### src/cpvm_ram.sv
// ----------------------------------------------------------------------------
// cpvm_ram
// Generic single write, single read port RAM with registered read data.
// ----------------------------------------------------------------------------
module cpvm_ram #(
  parameter int WIDTH = 8,
  parameter int DEPTH = 16
) (
  input  logic                     clk,
  input  logic                     we,
  input  logic [$clog2(DEPTH)-1:0] waddr,
  input  logic [WIDTH-1:0]         wdata,
  input  logic                     re,
  input  logic [$clog2(DEPTH)-1:0] raddr,
  output logic [WIDTH-1:0]         rdata
);

  logic [WIDTH-1:0] mem [DEPTH];
  logic [WIDTH-1:0] rdata_r;

  always_ff @(posedge clk) begin
    if (we) begin
      mem[waddr] <= wdata;
    end
    if (re) begin
      rdata_r <= mem[raddr];
    end
  end

  assign rdata = rdata_r;

endmodule
### config.mk
export PLATFORM = sky130hd
export DESIGN_NAME = cpvm_ram
export DESIGN_NICKNAME = d
export VERILOG_FILES = /design/src/cpvm_ram.sv
export SDC_FILE = /design/constraint.sdc
export NUM_CORES = 1
export LEC_CHECK = 0
export BUFFER_PORTS_ARGS = -buffer_cell sky130_fd_sc_hd__buf_2
export CORE_MARGIN = 1
export CORE_UTILIZATION = 54
export CTS_CLUSTER_SIZE = 30
export DETAILED_ROUTE_END_ITERATION = 8
export HOLD_SLACK_MARGIN = 0.15
export PLACE_DENSITY = 0.74
export SYNTH_ARGS = -nofsm -noshare
export SYNTH_HDL_FRONTEND = slang
export SYNTH_SLANG_ARGS = --single-unit
export TNS_END_PERCENT = 5
### constraint.sdc
create_clock -name clk -period 2.1 [get_ports clk]
set_clock_uncertainty 0.2 [all_clocks]
set_input_delay 0.42 -clock clk [delete_from_list [all_inputs] [get_ports clk]]
set_output_delay 0.42 -clock clk [all_outputs]
set_load 0.005 [all_outputs]
==> metrics.txt, run 1 <==
status complete, no violations; dominant synthesized flop cell edfxtp_1; FF-to-FF path depth 3; Placer Congestion 0.768; row cnt 35; post-synth top area cell edfxtp_1; crit share post-route 0.823; Clock Latency Late Sink ~520 ps; CP endpoint kind flip-flop; Slew @ Worst Pin roughly 390 ps; H-tree Lvls 4; Finished Layout Cells 437; maximum vdd drop 0.690 mV; sw frac 0.199; CTS tree yes; hold depth 3; sequential share of the synthesized area 0.781; Starting DRT DRC Count ~180; critical path's slowest cell mux4_1; pre-CTS WS -85.2 ps; Power Density a little under 1000 mW/mm^2; sequential cell fraction of total power 0.494; Lkg Pwr roughly 2.1 nW; number of flops mapped to enable cells by yosys 136; worst stage delay on the critical path 530 ps; post-placement cell area 0.00566 mm^2; cell internal pwr approximately 5 mW; Max Buffers Root-to-Sink 2; DP Cell Count between 300 and 400; Avg Inst Size Synth between 20 and 25 um^2; # IOs 27; final core occ 0.678; Reg clk slew, reported paths approximately 60 ps; RSZ-0062 raised after global routing no; min Tclk post-route between 1500 and 2000 ps; vias around 2600; global-route wire length before repair 15.3 mm; Post-Syn Area ~0.0052 mm^2; Commonest cells post-synth edfxtp_1, mux4_2, a22oi_1; Tot Pwr around 6.2 mW; final hold vios 0; post-CTS setup buffer count 0; layout cells sized above 1 0.312; WP data required about 2200 ps; Die Width between 100 and 150 um; PnR worst setup slack 372 ps; count of input and output buffers 26; distinct cell type count after synthesis 18; final net count approximately 320; most numerous cell in the Yosys netlist edfxtp_1; final wirelength ~10 mm; Fillers ~570; Synth Net Count 248; Finished Cell Area 0.00632 mm^2; synth top area cells edfxtp_1, mux4_2, mux4_1; Max Clk Rate between 500 and 600 MHz; Worst setup SP type flip-flop; TritonCTS Sinks about 140; count of yosys warnings during synthesis 0; Clock Power Share 0.457; share of the synthesized area in the top cell type 0.781; Slew Viols, Final 0; combinational share of power 0.049; Starting Density 0.560; DRC 0; Post-Syn Instances between 200 and 250; critical setup path kind reg2reg; Hold Slack 280 ps; Max Cap Viol 0; Die Y-Extent between 100 and 150 um; Die Area around 0.010 mm^2; grt ovf 0; max_slew headroom 0.742; Post-DP HPWL 5.92 mm; ANT cells 0; pin count of the biggest net entering global routing 22; WL per Instance around 24 um; core area roughly 0.0093 mm^2; DRT Pass-1 Iters 4; Max FO, Critical Path 1; Hold/Removal Path Class in2reg; Area Growth Syn to Fin 21.0%; CTS Buf Count 17; Setup TNS 0 ps; clk root buf clkbuf_8; WP data arrival 1790 ps; Total GRT Usage 0.228; Antenna Violating Nets Remaining 0; Vias/cell roughly 6; vias in the first global route roughly 2500; cells along the critical path mux4_1 > a22oi_1 > nand2_1; #FFs+latches synth roughly 140; Final setup viols 0; Switching Power around 1.2 mW; initial antenna violation count 0; Async SR Flop Fraction 0
==> cell type report <==
class                      count  area [um^2]  area share
timing repair buffer          58          443      0.0700
multi-input combinational     83         1060       0.168
sequential                   136         4080       0.646
clock buffer                  18          418      0.0661
clock inverter                13          156      0.0247
tap                          129          161      0.0255
==> critical path: cells and delay by family (launching register included) <==
family / cells / cell delay [ps]
AOI/OAI and AO/OA: 1 / 290
DFF: 1 / 390
and+or+nand+nor: 1 / 70
muxes: 1 / 530
==> cell families (layout without fill, tap and decap cells) <==
kind of cell,after synthesis,after routing,share of synthesized area
AOI/OAI and AO/OA,16,16,0.0230
buffers and inverters,10,89,0.0165
DFF,136,136,0.781
muxes,32,32,0.148
and+or+nand+nor,35,35,0.0314
==> power by group through the flow <==
stage	clock, mW	combinational (mW)	sequential, mW
after global routing	2.98	0.326	3.08
after global placement	0	0.283	3.13
final	2.84	0.302	3.08
after CTS	2.89	0.307	3.08
after floorplan	0	0.155	3.13
after detailed placement	0	0.289	3.13
==> registers in the layout (all words and copies together) (netlist names) <==
register,cells
mem,128
rdata,8
==> layer usage <==
layer	vias up	global-route usage	wire length (um)
met2	122	0.346	5230
met3	9	0.0543	748
met4	0	0.105	131
li1	1114	-	-
met1	1316	0.319	4240
met5	-	0	0
==> timing repair <==
| item | CTS | global route |
|---|---|---|
| gates resized for setup | 0 | 0 |
| hold buffers | 9 | 0 |
| endpoints found under the hold margin | 136 | 0 |
==> layout by cell type, fill, tap and decap left out <==
master	count
edfxtp_1	136
nand3_1	1
clkbuf_8	1
dlygate4sd3_1	9
and2_1	1
nor2_1	13
bufinv_16	3
nand2b_1	2
nor3_1	3
buf_12	4
mux4_1	14
mux4_2	18
clkinvlp_4	5
nor3_2	1
clkbuf_16	16
a22oi_1	16
clkinv_1	3
nor2b_1	1
clkinv_4	2
clkbuf_1	1
and2b_1	1
nand3b_1	2
buf_4	19
nand2_1	9
buf_2	26
or3b_2	1
==> final timing paths <==
| path | startpoint | end | slack [ps] |
|---|---|---|---|
| min reg2reg | mem[4][2] | rdata[2] | 560 |
| min | waddr[1] | mem[0][2] | 280 |
| max reg2reg | mem[9][1] | rdata[1] | 370 |
| max | mem[9][1] | rdata[1] | 370 |
Note: power is estimated with default switching activity, not from simulation.
==> run 2: changes to the inputs <==
- ABC_AREA: default -> 1
- CORE_UTILIZATION: 54 -> 55
- PLACE_DENSITY: 0.74 -> 0.73
- clock period: 2.1 -> 1.7 ns (I/O delays scaled with it)
==> run 2 against run 1 <==
  * Largest power group unchanged
  * Worst setup slack worse by 320 ps
  * Die area rose by 9.6%
  * Sequential share of layout area is 5.3 points lower
  * Via count increased by 55%
  * Synthesized cell count grew 140%
  * Count of clock-buffer cells in the layout grew 2
  * Non-clock buffer count is 4 higher
  * Total power rose by 25%
==> metrics.txt, run 2 <==
count of yosys warnings during synthesis 0 (unchanged); vias 3969 (+55%); Vias/cell 5.25 (-10%); cell depth of the worst setup path 1 (-2); TritonCTS Sinks 136 (unchanged); delay-heaviest family, CP flip-flops; DRT Pass-1 Iters 5 (+1); DP Cell Count 715 (+80%); Placer Congestion 0.836 (+8.9%); hold depth 5 (+2); Setup TNS 0 ps (unchanged); Max Buffers Root-to-Sink 2 (unchanged); RSZ-0062 raised after global routing no; dominant synthesized flop cell edfxtp_1; Tot Pwr 7.76 mW (+25%); most numerous cell in the Yosys netlist nand2_1; Top reg by flops mem; cells along the critical path buf_2; Die Width 105 um (+4.7%); Max FO, Critical Path 1 (unchanged); Area Growth Syn to Fin 17.9%; final net count 627 (+99%); layout cells sized above 1 0.127 (-0.184); Commonest cells post-synth nand2_1, edfxtp_1, inv_1; #FFs+latches synth 136 (unchanged); count of input and output buffers 26 (unchanged); Reg clk slew, reported paths 50 ps (about the same); r2r startpoint mem[13][0]; Starting DRT DRC Count 306 (+67%); FF-to-FF path depth 6 (+3); pre-CTS WS -60.7 ps (+24.5 ps); synth top area cells edfxtp_1, nand2_1, nand3_1; status complete, no violations; Total GRT Usage 0.257 (+0.0291); Max Cap Viol 0 (unchanged); CTS Buf Count 17 (unchanged); CP endpoint kind output pin; share of the synthesized area in the top cell type 0.698 (-0.0828); Clock Latency Late Sink 520 ps (about the same); Post-DP HPWL 8.03 mm (+36%); Hold Startpoint raddr[2]; min Tclk post-route 1650 ps; Async SR Flop Fraction 0 (unchanged); global-route wire length before repair 20.6 mm (+35%); Max Clk Rate 606 MHz; RR Endpoint rdata[0]; grt ovf 0 (unchanged); critical setup path kind reg2out; critical path's slowest cell edfxtp_1; crit share post-route 0.970; Starting Density 0.566 (+0.00593); pin count of the biggest net entering global routing 65 (+200%); Worst setup SP type flip-flop; number of flops mapped to enable cells by yosys 136 (unchanged); CTS tree yes; Hold/Removal Path Class in2reg; H-tree Lvls 4 (unchanged); Power Density 1130 mW/mm^2 (+14%); maximum vdd drop 0.705 mV (+2.1%); post-synth top area cell edfxtp_1; Die Y-Extent 105 um (+4.7%); Post-Syn Instances 551 (+140%); Synth Net Count 570 (+130%); core area 0.0103 mm^2 (+11%); reg-to-reg slack, setup 330 ps (-40 ps); worst stage delay on the critical path 440 ps (-90 ps); Slew @ Worst Pin 661 ps (+273 ps); Finished Layout Cells 756 (+73%); PnR worst setup slack 50.4 ps (-322 ps); sequential share of the synthesized area 0.698 (-0.0828); Fillers 777 (+36%); final hold vios 0 (unchanged); vias in the first global route 3932 (+55%); Lkg Pwr 3.00 nW (+39%); sink of the worst hold path rdata[1]; Slew Viols, Final 0 (unchanged); Buf/Inv on CP 1 (+1); DRC 0 (unchanged); WP data required 1160 ps (-1000 ps); Avg Inst Size Synth 10.6 um^2 (-54%); row cnt 37 (+5.7%); clk root buf clkbuf_8; max FFs per register 128 (unchanged); Post-Syn Area 0.00585 mm^2 (+12%); WP data arrival 1110 ps (-680 ps); WL per Instance 17.3 um (-27%); Antenna Violating Nets Remaining 0 (unchanged); # IOs 27 (unchanged); CTS resizes 0 (unchanged); distinct cell type count after synthesis 11 (-7); Die Area 0.0110 mm^2 (+9.6%); most frequent cells in the layout nand2_1, edfxtp_1, inv_1, nand3_1, buf_2; Final setup viols 0 (unchanged); ANT cells 0 (unchanged); initial antenna violation count 0 (unchanged); commonest non-fill, non-tap cell in the layout nand2_1; max_slew headroom 0.559 (-0.183); final wirelength 13.1 mm (+27%)
==> run 2: cell types whose count changed after synthesis, moves of 2 or more <==
cell / before / now
nor2_1: 13 / 17
clkdlybuf4s25_2: 3 / 0
mux4_1: 14 / 0
nand2_1: 9 / 173
mux4_2: 18 / 0
inv_2: 0 / 2
nor3_1: 4 / 0
buf_4: 1 / 4
nand2b_1: 2 / 0
a22oi_1: 16 / 0
buf_6: 3 / 6
nand3_1: 1 / 97
buf_2: 3 / 13
inv_1: 0 / 100
==> run 2: cells by family after synthesis <==
group | after synthesis | synth area share
buffers and inverters | 126 | 0.0939
DFF | 136 | 0.698
and+or+nand+nor | 289 | 0.208
==> run 2: per-layer routing <==
| metal | vias to the layer above | wire length [um] | GRT usage | share of wire |
|---|---|---|---|---|
| li1 | 1895 | - | - | - |
| met4 | 0 | 203 | 0.107 | 0.016 |
| met5 | - | 0 | 0 | 0 |
| met3 | 19 | 995 | 0.0749 | 0.076 |
| met2 | 162 | 6560 | 0.413 | 0.50 |
| met1 | 1893 | 5340 | 0.328 | 0.41 |
==> run 2: worst max-delay path by stage <==
stage / start / end
finish: rdata[5] / rdata[5]
global route: rdata[0] / rdata[0]
CTS: rdata[0] / rdata[0]
detailed placement: raddr[1] / rdata[5]
global placement: raddr[1] / rdata[5]
floorplan: waddr[2] / mem[10][0]
==> run 2: through the flow <==
| stage | instance area, um^2 | hold WS, ps | util |
|---|---|---|---|
| final | 6900 | 218 | 0.668 |
| after global routing | 6900 | 258 | 0.668 |
| after CTS | 6900 | 212 | 0.668 |
| after detailed placement | 6240 | 512 | 0.604 |
| after global placement | 6240 | 511 | 0.604 |
| after floorplan | 5850 | 239 | - |
==> run 2: where the power goes <==
part | internal (mW) | leakage, nW | total (mW) | switching [mW]
Combinational | 0.165 | 1.49 | 0.488 | 0.322
Sequential | 3.78 | 1.24 | 3.80 | 0.0246
Clock | 2.20 | 0.267 | 3.47 | 1.27
Total | 6.14 | 3.00 | 7.76 | 1.62
==> run 2: what timing repair did <==
item,CTS,global route
endpoints found under the hold margin,139,0
hold buffers,10,0
buffers inserted,0,0
==> run 2: final cells by class <==
class	count	area, um^2	share of cell area
Multi-Input combinational cell	289	1210	0.176
Inverter	102	383	0.0555
Clock inverter	11	131	0.0191
Sequential cell	136	4080	0.592
Clock buffer	20	425	0.0617
Tap cell	136	170	0.0247
Timing Repair Buffer	62	488	0.0708
==> run 2: worst register-to-register path: stages (launching register included) <==
cell and delay (ps):
edfxtp_1 370, inv_1 90, nand2_1 50, nand3_1 80
nand3_1 120, nand3_1 130, nand2_1 70
==> run 3: changes to the inputs <==
- CORE_UTILIZATION: 55 -> 30
- PLACE_DENSITY: 0.73 -> default
- clock period: 1.7 -> 1.5 ns (I/O delays scaled with it)
==> run 3 against run 2 <==
  * Largest cell class unchanged
  * Via count is 2.0% lower
  * Flip-flop and latch count stayed put
  * Worst hold slack better by 9.6 ps
  * Utilization is 29 points lower
  * Total power is 15% higher
  * Critical path depth stayed put
  * Wire length is 3.4% lower
  * The flow now finishes with violations (negative setup slack)
  * Register-to-register slack worse by 160 ps
  * Critical endpoint is now rdata[0]
  * Clock power is 17% higher
  * Sequential power is 13% higher
==> metrics.txt, run 3 (same netlist as run 2, synthesis figures left out) <==
Die Area 0.0201 mm^2 (+82%); Tot Pwr 8.93 mW (+15%); Slew @ Worst Pin 389 ps (-272 ps); final net count 635 (+1.3%); RSZ-0062 raised after global routing yes; Buf/Inv on CP 1 (unchanged); Clock Latency Late Sink 410 ps (-110 ps); H-tree Lvls 4 (unchanged); FF/Latch Area 0.00408 mm^2 (unchanged); status finished with violations; CTS tree yes; min Tclk post-route roughly 1500 ps; Finished Cell Area 0.00713 mm^2 (+3.4%); worst stage delay on the critical path 460 ps (+20 ps); WP data arrival 1050 ps (-60 ps); commonest non-fill, non-tap cell in the layout nand2_1; Area Growth Syn to Fin 22.0%; pin count of the biggest net entering global routing 43 (-34%); Die Y-Extent 142 um (+35%); Vias/cell 4.38 (-17%); post-CTS setup buffer count 0 (unchanged); vias in the first global route 3796 (-3.5%); max FFs per register 128 (unchanged); final core occ 0.378 (-0.290); multi-input combinational cell area 0.00121 mm^2 (unchanged); Max Clk Rate about 650 MHz; Power Density 1250 mW/mm^2 (+11%); most frequent cells in the layout nand2_1, edfxtp_1, inv_1, nand3_1, buf_4; Max FO, Critical Path 1 (unchanged); Top reg by flops mem; final hold vios 0 (unchanged); CP endpoint kind output pin; Post-DP HPWL 8.33 mm (+3.8%); critical path's slowest cell edfxtp_1; TritonCTS Sinks 136 (unchanged); count of input and output buffers 26 (unchanged); Placer Congestion 0.751 (-10%); failing checks negative setup slack; Total GRT Usage 0.139 (-0.118); initial antenna violation count 0 (unchanged); post-placement cell area 0.00647 mm^2 (+3.8%); delay-heaviest family, CP flip-flops; Starting DRT DRC Count 260 (-15%); layout cells sized above 1 0.140 (+0.0127); Hold Slack 228 ps (+9.60 ps); Slew Viols, Final 0 (unchanged); WP data required 1000 ps (-160 ps); DP Cell Count 848 (+19%); Finished Layout Cells 888 (+17%); Max Cap Viol 0 (unchanged); PnR worst setup slack -49.1 ps (-99.6 ps); DRC 0 (unchanged); global-route wire length before repair 20.6 mm (-0.13%); WL per Instance 14.2 um (-18%); Lkg Pwr 3.05 nW (+1.7%); vias 3890 (-2.0%); crit share post-route 1.03; DRT Pass-1 Iters 4 (-1); maximum vdd drop 0.712 mV (+1.1%); Final setup viols 2 (+2); Reg clk slew, reported paths 60 ps (about the same); clk root buf clkbuf_16; Fillers 1910 (+150%); Hold/Removal Path Class in2reg; cells along the critical path buf_2; Antenna Violating Nets Remaining 0 (unchanged); ANT cells 0 (unchanged); Worst setup SP type flip-flop; # IOs 27 (unchanged); max_slew headroom 0.741 (+0.182); Max Buffers Root-to-Sink 2 (unchanged); CTS Buf Count 17 (unchanged); critical setup path kind reg2out; Die Width 142 um (+35%); Starting Density 0.309 (-0.257); grt ovf 0 (unchanged); final wirelength 12.6 mm (-3.4%); core area 0.0189 mm^2 (+83%); CTS resizes 0 (unchanged); row cnt 50 (+35%)
## run 3: where the power goes
part	internal [mW]	switching, mW
logic	0.205	0.358
registers	4.28	0.0251
clock network	2.58	1.47
## run 3: metal layers
layer  part of all wire  vias to the layer above  global-route usage
li1                   -                     1908                   -
met1               0.46                     1859               0.188
met2               0.46                      112               0.213
met3              0.066                       11              0.0381
met4              0.012                        0              0.0492
met5                  0                        -                   0
## run 3: area by class of cell
class / count / share of cell area
repair buffers: 70 / 0.0782
flip-flops and latches: 136 / 0.573
well taps: 260 / 0.0456
inverters: 102 / 0.0537
multi-input cells: 289 / 0.170
clock buffers: 21 / 0.0617
clock inverters: 10 / 0.0181
## run 3: repair_timing
action | in CTS | in global routing
cloned | 0 | 0
hold buffers | 9 | 0
endpoints found under the setup margin | 2 | 2
endpoints found under the hold margin | 136 | 0
## run 3: worst paths after layout
kind	startpoint	end	slack (ps)	depth (start not counted)
hold reg to reg	mem[3][0]	rdata[0]	540	6
setup reg to reg	mem[5][3]	rdata[3]	170	6
hold / removal	raddr[3]	rdata[1]	230	4
setup / recovery	rdata[0]	rdata[0]	-50	1
## run 3: stage by stage
stage / TNS, ps / setup slack (ps)
3_3_place_gp: -1050 / -204
3_5_place_dp: -1200 / -216
4_1_cts: -110 / -67.2
2_1_floorplan: 0 / 49.2
5_1_grt: -166 / -92.6
6_report: -68.1 / -49.1
